`src/hw/rtl/dcq_pkg.sv`:
```
// Shared types and constants of the dry-contact qualifier.
package dcq_pkg;

  localparam int CHANNELS    = 8;
  localparam int SAMPLES     = 8;
  localparam int COUNT_WIDTH = 16;
  localparam int CH_W        = $clog2(CHANNELS);
  localparam int TIME_W      = 32;
  localparam int EN_W        = 4;
  localparam int CFG_DATA_W  = 32;
  localparam int CFG_IDX_W   = 2;

  // Input item kinds.
  typedef enum logic [1:0] {
    KIND_SCAN      = 2'd0,
    KIND_CLR_WEB   = 2'd1,
    KIND_CLR_LOCAL = 2'd2
  } kind_t;

  // Configuration register indexes.
  localparam logic [CFG_IDX_W-1:0] CFG_ENABLED   = 2'd0;
  localparam logic [CFG_IDX_W-1:0] CFG_FAST_MASK = 2'd1;
  localparam logic [CFG_IDX_W-1:0] CFG_IMM_MASK  = 2'd2;
  localparam logic [CFG_IDX_W-1:0] CFG_TIMEOUT   = 2'd3;

  localparam logic [TIME_W-1:0] TIMEOUT_RESET = 32'd5000;

  // Per-channel timing state held in the channel memory.
  typedef struct packed {
    logic [TIME_W-1:0]      stamp;
    logic [COUNT_WIDTH-1:0] count;
  } entry_t;

  // Write request into the channel memory.
  typedef struct packed {
    logic            en;
    logic [CH_W-1:0] addr;
    entry_t          data;
  } wr_req_t;

endpackage

```
`src/hw/rtl/dcq_chan_ram.sv`:
```
// Channel memory holding the low-time stamp and toggle counter of each channel.
module dcq_chan_ram (
  input  logic                    clk,
  input  logic                    rst,
  input  logic                    rd_en,
  input  logic [dcq_pkg::CH_W-1:0] rd_addr,
  output dcq_pkg::entry_t         rd_data,
  input  dcq_pkg::wr_req_t        wr
);

  dcq_pkg::entry_t               mem [dcq_pkg::CHANNELS];
  logic [dcq_pkg::CHANNELS-1:0]  written;
  dcq_pkg::entry_t               rd_q;
  logic                          rd_q_written;

  // Storage array with registered read; a read returns the old word on a collision.
  always_ff @(posedge clk) begin
    if (wr.en) begin
      mem[wr.addr] <= wr.data;
    end
    if (rd_en) begin
      rd_q <= mem[rd_addr];
    end
  end

  // Written flags stand in for the all-zero reset of the array.
  always_ff @(posedge clk) begin
    if (rst) begin
      written      <= '0;
      rd_q_written <= 1'b0;
    end else begin
      if (wr.en) begin
        written[wr.addr] <= 1'b1;
      end
      if (rd_en) begin
        rd_q_written <= written[rd_addr];
      end
    end
  end

  assign rd_data = rd_q_written ? rd_q : '0;

endmodule

```
`src/hw/rtl/dry_contact_qualifier_with_toggle_count_top.sv`:
```
// Top level of the dry-contact qualifier with rapid-toggle counter.
// One item is taken per clock cycle unless out_ready stalls the output; its result passes
// through the registered memory read, the update stage and the output register.
// The stamp and counter of each channel live in a small synchronous memory that is read
// when an item is taken and written back by a stable scan as it leaves the update stage;
// a back-to-back item on the same channel takes the freshly written word from a bypass
// register. No clearing pass is needed after reset.
module dry_contact_qualifier_with_toggle_count_top (
  input  logic                              clk,
  input  logic                              rst,
  // Configuration port.
  input  logic                              cfg_wr_en,
  input  logic [dcq_pkg::CFG_IDX_W-1:0]     cfg_index,
  input  logic [dcq_pkg::CFG_DATA_W-1:0]    cfg_data,
  // Input channel.
  input  logic                              in_valid,
  output logic                              in_ready,
  input  logic [1:0]                        kind,
  input  logic [2:0]                        channel,
  input  logic [7:0]                        samples,
  input  logic [31:0]                       now_ms,
  input  logic                              fast_scan,
  // Output channel.
  output logic                              out_valid,
  input  logic                              out_ready,
  output logic                              handled,
  output logic                              stable,
  output logic                              level,
  output logic                              new_change,
  output logic                              report_now,
  output logic [15:0]                       toggle_count,
  output logic [7:0]                        all_levels,
  output logic [7:0]                        all_changed
);

  // Configuration registers.
  logic [dcq_pkg::EN_W-1:0]     enabled_channels;
  logic [dcq_pkg::CHANNELS-1:0] fast_read_mask;
  logic [dcq_pkg::CHANNELS-1:0] immediate_mask;
  logic [dcq_pkg::TIME_W-1:0]   toggle_timeout_ms;

  // Flag registers.
  logic [dcq_pkg::CHANNELS-1:0] level_bits, level_bits_next;
  logic [dcq_pkg::CHANNELS-1:0] local_bits, local_bits_next;
  logic [dcq_pkg::CHANNELS-1:0] web_bits, web_bits_next;

  // Update stage.
  logic                          s1_valid;
  logic [1:0]                    s1_kind;
  logic [dcq_pkg::CH_W-1:0]      s1_ch;
  logic [dcq_pkg::SAMPLES-1:0]   s1_samples;
  logic [dcq_pkg::TIME_W-1:0]    s1_now;
  logic                          s1_fast;
  logic                          s1_fwd_hit;
  dcq_pkg::entry_t               s1_fwd_data;

  logic                          in_xfer;
  logic                          s1_adv;
  dcq_pkg::entry_t               ram_rd;
  dcq_pkg::entry_t               cur;
  dcq_pkg::entry_t               upd;
  dcq_pkg::wr_req_t              wr;

  logic                          active;
  logic                          scan_ok;
  logic                          all_one;
  logic                          all_zero;
  logic                          st;
  logic                          old_lvl;
  logic                          lvl_changed;
  logic                          slow;
  logic                          nc;
  logic [dcq_pkg::TIME_W-1:0]    diff;

  assign in_xfer  = in_valid && in_ready;
  assign s1_adv   = s1_valid && (!out_valid || out_ready);
  assign in_ready = !s1_valid || s1_adv;

  // Configuration writes.
  always_ff @(posedge clk) begin
    if (rst) begin
      enabled_channels  <= '0;
      fast_read_mask    <= '0;
      immediate_mask    <= '0;
      toggle_timeout_ms <= dcq_pkg::TIMEOUT_RESET;
    end else if (cfg_wr_en) begin
      unique case (cfg_index)
        dcq_pkg::CFG_ENABLED:   enabled_channels  <= cfg_data[dcq_pkg::EN_W-1:0];
        dcq_pkg::CFG_FAST_MASK: fast_read_mask    <= cfg_data[dcq_pkg::CHANNELS-1:0];
        dcq_pkg::CFG_IMM_MASK:  immediate_mask    <= cfg_data[dcq_pkg::CHANNELS-1:0];
        dcq_pkg::CFG_TIMEOUT:   toggle_timeout_ms <= cfg_data[dcq_pkg::TIME_W-1:0];
        default: ;
      endcase
    end
  end

  dcq_chan_ram u_ram (
    .clk     (clk),
    .rst     (rst),
    .rd_en   (in_xfer),
    .rd_addr (channel),
    .rd_data (ram_rd),
    .wr      (wr)
  );

  // Stage register; the bypass captures a write-back that collides with this read.
  always_ff @(posedge clk) begin
    if (rst) begin
      s1_valid <= 1'b0;
    end else if (in_xfer) begin
      s1_valid <= 1'b1;
    end else if (s1_adv) begin
      s1_valid <= 1'b0;
    end
  end

  always_ff @(posedge clk) begin
    if (in_xfer) begin
      s1_kind     <= kind;
      s1_ch       <= channel;
      s1_samples  <= samples;
      s1_now      <= now_ms;
      s1_fast     <= fast_scan;
      s1_fwd_hit  <= wr.en && (wr.addr == channel);
      s1_fwd_data <= wr.data;
    end
  end

  assign cur = s1_fwd_hit ? s1_fwd_data : ram_rd;

  // Qualification and toggle counting for the item in the update stage.
  always_comb begin
    active   = {1'b0, s1_ch} < enabled_channels;
    scan_ok  = active && (s1_kind == dcq_pkg::KIND_SCAN)
               && (fast_read_mask[s1_ch] || !s1_fast);
    all_one  = &s1_samples[dcq_pkg::SAMPLES-1:0];
    all_zero = ~|s1_samples[dcq_pkg::SAMPLES-1:0];
    st       = scan_ok && (all_one || all_zero);
    old_lvl  = level_bits[s1_ch];
    lvl_changed = st && (old_lvl != all_one);
    diff     = s1_now - cur.stamp;
    slow     = diff >= toggle_timeout_ms;
    nc       = lvl_changed && !web_bits[s1_ch];

    upd = cur;
    if (lvl_changed && !all_one) begin
      upd.stamp = s1_now;
    end
    if (st && all_one && slow) begin
      upd.count = '0;
    end else if (lvl_changed && all_one && (cur.count != '1)) begin
      upd.count = cur.count + 1'b1;
    end

    level_bits_next = level_bits;
    local_bits_next = local_bits;
    web_bits_next   = web_bits;
    if (st) begin
      level_bits_next[s1_ch] = all_one;
    end
    if (lvl_changed) begin
      local_bits_next[s1_ch] = 1'b1;
      web_bits_next[s1_ch]   = 1'b1;
    end
    if (active && (s1_kind == dcq_pkg::KIND_CLR_WEB)) begin
      web_bits_next[s1_ch] = 1'b0;
    end
    if (active && (s1_kind == dcq_pkg::KIND_CLR_LOCAL)) begin
      local_bits_next[s1_ch] = 1'b0;
    end

    wr.en   = s1_adv && st;
    wr.addr = s1_ch;
    wr.data = upd;
  end

  // Flags update when the item leaves the update stage.
  always_ff @(posedge clk) begin
    if (rst) begin
      level_bits <= '0;
      local_bits <= '0;
      web_bits   <= '0;
    end else if (s1_adv) begin
      level_bits <= level_bits_next;
      local_bits <= local_bits_next;
      web_bits   <= web_bits_next;
    end
  end

  // Output register.
  always_ff @(posedge clk) begin
    if (rst) begin
      out_valid <= 1'b0;
    end else if (s1_adv) begin
      out_valid <= 1'b1;
    end else if (out_ready) begin
      out_valid <= 1'b0;
    end
  end

  always_ff @(posedge clk) begin
    if (s1_adv) begin
      handled      <= scan_ok || (active && ((s1_kind == dcq_pkg::KIND_CLR_WEB)
                                          || (s1_kind == dcq_pkg::KIND_CLR_LOCAL)));
      stable       <= st;
      level        <= level_bits_next[s1_ch];
      new_change   <= nc;
      report_now   <= nc && immediate_mask[s1_ch];
      toggle_count <= upd.count;
      all_levels   <= level_bits_next;
      all_changed  <= local_bits_next;
    end
  end

  // Checks on the result logic and the stage handshake.
  a_report_needs_change: assert property (@(posedge clk) disable iff (rst)
    out_valid |-> (!report_now || new_change))
    else $error("report_now without new_change");

  a_change_needs_stable: assert property (@(posedge clk) disable iff (rst)
    out_valid |-> (!new_change || (stable && handled)))
    else $error("new_change on an unqualified item");

  a_stall_holds_stage: assert property (@(posedge clk) disable iff (rst)
    (s1_valid && out_valid && !out_ready) |=> (s1_valid && $stable(s1_ch)))
    else $error("update stage lost an item under stall");

  a_ram_write_on_scan: assert property (@(posedge clk) disable iff (rst)
    wr.en |-> (s1_valid && (s1_kind == dcq_pkg::KIND_SCAN)))
    else $error("channel memory written by a non-scan item");

endmodule
```
`config.mk`:
```
export PLATFORM = sky130hd
export DESIGN_NAME = dry_contact_qualifier_with_toggle_count_top
export DESIGN_NICKNAME = d
export VERILOG_FILES = /design/src/hw/rtl/dcq_pkg.sv /design/src/hw/rtl/dcq_chan_ram.sv /design/src/hw/rtl/dry_contact_qualifier_with_toggle_count_top.sv
export SDC_FILE = /design/constraint.sdc
export NUM_CORES = 1
export LEC_CHECK = 0
export ABC_AREA = 1
export BUFFER_PORTS_ARGS = -buffer_cell sky130_fd_sc_hd__buf_2
export CAP_MARGIN = 20
export CORE_MARGIN = 4
export CORE_UTILIZATION = 58
export CTS_BUF_LIST = sky130_fd_sc_hd__clkbuf_8
export CTS_CLUSTER_SIZE = 8
export DETAILED_ROUTE_END_ITERATION = 6
export PLACE_DENSITY = 0.74
export SLEW_MARGIN = 20
export SYNTH_ARGS = -nofsm -noshare
export SYNTH_HDL_FRONTEND = slang
export SYNTH_HIERARCHICAL = 1
export SYNTH_SLANG_ARGS = --single-unit
```
`constraint.sdc`:
```
create_clock -name clk -period 7.25 [get_ports clk]
set_input_delay 0.725 -clock clk [delete_from_list [all_inputs] [get_ports clk]]
set_output_delay 0.725 -clock clk [all_outputs]
set_load 0.005 [all_outputs]
```
After elaboration in Yosys (flattened, before gate mapping)
Memories as Yosys holds them, arrays and structs flattened. A register that Yosys moved wholly into a read port is not among the register bits.
Index checks and enable logic that the tools add are counted.
{ "totals": {"regBits": 219, "ramBits": 384, "input_bits": 85, "elab_cells": 121, "n_memories": 1} }
{ "op_classes": {"add_sub_neg": 2, "order_cmp": 5, "eq_ne": 8, "n_mux": 31, "bitwise": 6, "reduce_logical": 41} }
{ "mem_list": {"columns": ["name", "words", "word_bits", "rd", "rd_ports_with_merged_regs", "wr", "line", "source"], "rows": [
  ["u_ram.mem", 8, 48, 1, 1, 1, "dcq_chan_ram.sv:11", "dcq_pkg::entry_t mem [dcq_pkg::CHANNELS];"]
]} }
{ "op_table": {"columns": ["operator", "n"], "rows": [
  ["48-bit 2-to-1 mux", 2],
  ["8-bit 2-to-1 mux", 5],
  ["32-bit >= comparator", 1],
  ["16-bit 2-to-1 mux", 2],
  ["32-bit 2-to-1 mux", 1],
  ["32-bit subtractor", 1],
  ["8-bit OR", 3],
  ["1-bit logical AND", 19],
  ["1-bit binary-select mux with 3-bit select", 6],
  ["16-bit by 1-bit adder with 16-bit output (second input constant)", 1],
  ["8-bit bitwise AND", 2],
  ["16-bit inequality test (second input constant)", 1],
  ["1-bit 2-to-1 mux", 13],
  ["8-bit bitwise mux", 1],
  ["3-bit by 4-bit less-than comparator with 1-bit output (second input constant)", 2],
  ["8-bit inverter", 1],
  ["2-bit AND reduction", 4],
  ["8-bit AND reduction", 1],
  ["8-bit OR reduction", 1],
  ["2-bit equality test (second input constant)", 3],
  ["1-bit logical NOT", 6],
  ["1-bit logical OR", 6],
  ["2-bit by 1-bit equality test with 1-bit output (second input constant)", 2],
  ["2-bit logical NOT", 2],
  ["other kinds (6)", 7]
]} }

Depth between registers and ports, before layout
{ "depth": {"ltp_word": 10, "ltp_mapped": 30, "depth_no_buf": 27} }

Modules after synthesis
The synthesis kept the hierarchy.
{ "modules_own_cells": {"columns": ["mod", "instances", "cells_per_inst", "area_each_um2"], "rows": [
  ["dcq_chan_ram", 1, 1305, 17066.4],
  ["dry_contact_qualifier_with_toggle_count_top", 1, 1497, 12275.5]
]} }

Least setup slack after synthesis
Ideal clock, no wire load.
{ "synth_path": {"kind": "reg-to-reg", "from": "reg s1_ch[2] (netlist bit)", "to": "mem u_ram/mem[0][0] (netlist bit) (enable)", "setup_ns": 0.455, "arrival_time_ns": 3.835, "t_required_ns": 6.795, "setup_slack_ns": 2.959, "stages_incl_launch_ff": 14, "synth_period_minus_slack_ns": 4.291, "path_cell_list": "edfxtp_1 > ha_1 > inv_1 > nor2_1 > nand2_1 > nand2_2 > nor2_8 > nand3_4 > buf_6 > nor2_1 > inv_1 > nor2_1 > inv_1 > nor2_1"} }
{ "synth_lines": {"columns": ["element", "line", "source"], "rows": [
  ["start, declared", "dry_contact_qualifier_with_toggle_count_top.sv:50", "logic [dcq_pkg::CH_W-1:0] s1_ch;"],
  ["start signal, assigned", "dry_contact_qualifier_with_toggle_count_top.sv:120", "s1_ch <= channel;"],
  ["end, declared", "dcq_chan_ram.sv:11", null]
]} }

==> out/summary.txt <==
Top cells by area, synth - edfxtp_1 (58%), nand2_1 (7.2%), dfxtp_1 (5.9%)
Pwr Total - 7.808 mW
Count of input and output buffers - 123
Layout cell share with drive strength beyond 1 - 9.867%
Area grow syn2layout - 9.339%
Synth area leader - edfxtp_1
CTS tree - done
Detail Placement HPWL - 42140 um
Die area - 54250 um^2
Ant diodes - 0
Fin crit period - 5.588 ns
Grt total ovfl - 0
Post_cts resized - 0
Cells after Synth - 2802
Synth top cells by count - edfxtp_1 (564), nand2_1 (562), nor2_1 (334), o21ai_0 (281), inv_1 (248)
Synth unique cells - 52
Number of H-tree levels - 3
Routed WL per cell - 19.03 um
CP max FO - 33
Status - finished, violations left
Setup WS post-layout - 1.662 ns
Drt first pass iters - 7
Vias in the first global route - 20370
Endpoint class of the critical path - register
Largest net degree at the start of global routing - 197
Gr usage total - 25.48%
Slew margin rel. - 18.75%
# setup viols final - 0
Max Cap Viol - 0
Syn nets - 2958
Static leakage - 12.55 nW
Cell Rows - 82
Share of flip-flops with an asynchronous set or reset - 0%
Final nets - 3080
Root Buffer - clkbuf_8
Data arrival, critical path - 5.94 ns
Non-Filler Instances - 3672
Vias post-DR - 20920
Clock Skews - 0.03282 ns
Die X - 232.9 um
Maximum clock rate - 179.0 MHz
Core Box Area - 50070 um^2
Via density - 5.698
Detail Route Antenna Nets - 0
Fill cell count - 3932
Pwr per Cell Area - 243.4 nW/um^2
Cell Area, Synth - 29340 um^2
CTS Buffer Depth - 3
Total clock sinks - 651
GPL Wtd Cong - 0.9071
Die height - 232.9 um
Primary FF master, synth - edfxtp_1
Peak supply drop - 237.3 uV
Worst skew pair latency - 0.70 ns
IO Pins - 124
Initial antenna violation count - 0
Ys Warns - 6
Most common cell in the netlist - edfxtp_1
Setup Buffers After CTS - 0
Period utilization - 77.07%
Startpoint types - register
Violated checks - design-rule violations
Post-place setup slack - 1.771 ns
Max-slew violation count - 0
Syn avg cell area - 10.47 um^2
Hold_buf cts - 0
DRC - 10
Reg clk slew, reported paths - 0.06 ns
Register area share after synthesis - 63.66%
First-pass GRT wire length - 108100 um
Hold Vio Cnt, Final - 0
Area share of the largest cell type after synthesis - 57.72%
Worst-margin pin slew - 1.219 ns
EDFF count, synth - 564
Worst setup path class - reg2reg
Initial Util - 58.60%
Final WL - 69880 um
Total Neg Setup Slack - 0 ns
Placed cell count - 3491
Synthesized flop and latch total - 651
CTS buffer count - 102
Initial DRC Count - 1785
Data required, critical path - 7.60 ns
HP Class - in2reg
RSZ-0062 raised after global routing - false
==> kinds of logic (layout without fill, tap and decap cells) <==
logic type | after synthesis | count (layout) | synth area share (%)
and+or+nand+nor | 1024 | 1024 | 14.08
DFF | 651 | 651 | 63.66
AOI/OAI and AO/OA | 605 | 605 | 11.14
buffers and inverters | 385 | 583 | 5.970
adders and majority gates | 71 | 71 | 3.053
xor gates and xnor gates | 35 | 35 | 1.045
muxes | 31 | 31 | 1.058
==> stage by stage <==
stage | area, um^2 | hold WS (ns) | utilization (%)
after floorplan | 29340 | 0.4237 | -
after global placement | 30270 | 0.4383 | 60.46
after detailed placement | 30270 | 0.4414 | 60.46
after CTS | 32080 | 0.1364 | 64.07
after global routing | 32080 | 0.1487 | 64.08
final | 32080 | 0.2019 | 64.08
==> power by group <==
group | leakage, nW | total, mW | switching (mW) | internal (mW)
sequential | 6.00 | 4.24 | 0.0496 | 4.19
combinational | 5.45 | 0.820 | 0.554 | 0.266
clock | 1.10 | 2.75 | 1.37 | 1.38
total | 12.5 | 7.81 | 1.97 | 5.84
==> worst max-delay path: stages (launching register included) <==
cell,delay (ns)
dfxtp_2,0.78
nand2_1,0.11
inv_1,0.09
nand2_1,0.05
nand2_1,0.13
ha_1,0.16
inv_1,0.07
fa_1,0.43
nand3_1,0.09
nand2_1,0.11
a31oi_1,0.38
o21ai_0,0.32
a21oi_1,0.24
xnor2_1,0.11
ha_1,0.29
nand2_1,0.09
nor3_1,0.21
nand3_1,0.09
nor2_1,0.20
nand4_1,0.11
nand3_1,0.16
nand2_1,0.15
inv_1,0.51
nor2_1,0.35
==> routing by layer <==
layer,track usage [%],routed length [um]
met3,4.383,4647
met1,32.79,28500
met5,0,0
met4,8.648,1754
met2,43.96,34970
==> final timing paths <==
kind | endpoint | startpoint | slack, ns | cells after the start
min | s1_kind[1] | kind[1] | 0.20 | 1
max reg2reg | toggle_count[0] | u_ram/rd_q_written | 1.66 | 23
max | toggle_count[0] | u_ram/rd_q_written | 1.66 | 23
min reg2reg | immediate_mask[4] | immediate_mask[4] | 0.45 | 2
==> registers in the layout, summed over array words and instances (netlist names), 16 cells and up <==
signal / count
s1_fwd_data: 48
s1_now: 32
toggle_count: 16
toggle_timeout_ms: 32
u_ram/mem: 384
u_ram/rd_q: 48
==> placed cells by master, fill, tap and decap left out, types with 3 or more instances in the layout <==
cell type  instances
o31ai_1            8
inv_4              3
o2111ai_1          3
nand2_1          562
o21ai_1           56
nand4_1           40
xnor2_1            7
a31oi_1            3
clkbuf_8         109
inv_6              3
mux2i_1           31
nor3_1            10
a21oi_1          131
o22ai_1           99
dfxtp_1           86
inv_8              3
a21o_1             4
o21bai_1           8
nand3_1           65
xor2_1            28
o21a_1             7
edfxtp_1         564
ha_1              70
o21ai_0          277
nor2_4            10
buf_2            123
nor2_1           326
buf_4             23
clkinv_2           6
clkinv_1          17
inv_1            292
==> area by class of cell <==
class                           instances  area [um^2]  share of cell area (%)
Inverter                              257        994.7                   3.101
Tap cell                              672        840.8                   2.621
Sequential cell                       651        18680                   58.22
Multi-Input combinational cell       1766         8972                   27.97
Timing Repair Buffer                  146        788.3                   2.457
Clock buffer                          109         1500                   4.676
Clock inverter                         71        306.5                  0.9555
(Power assumes the default switching activity.)
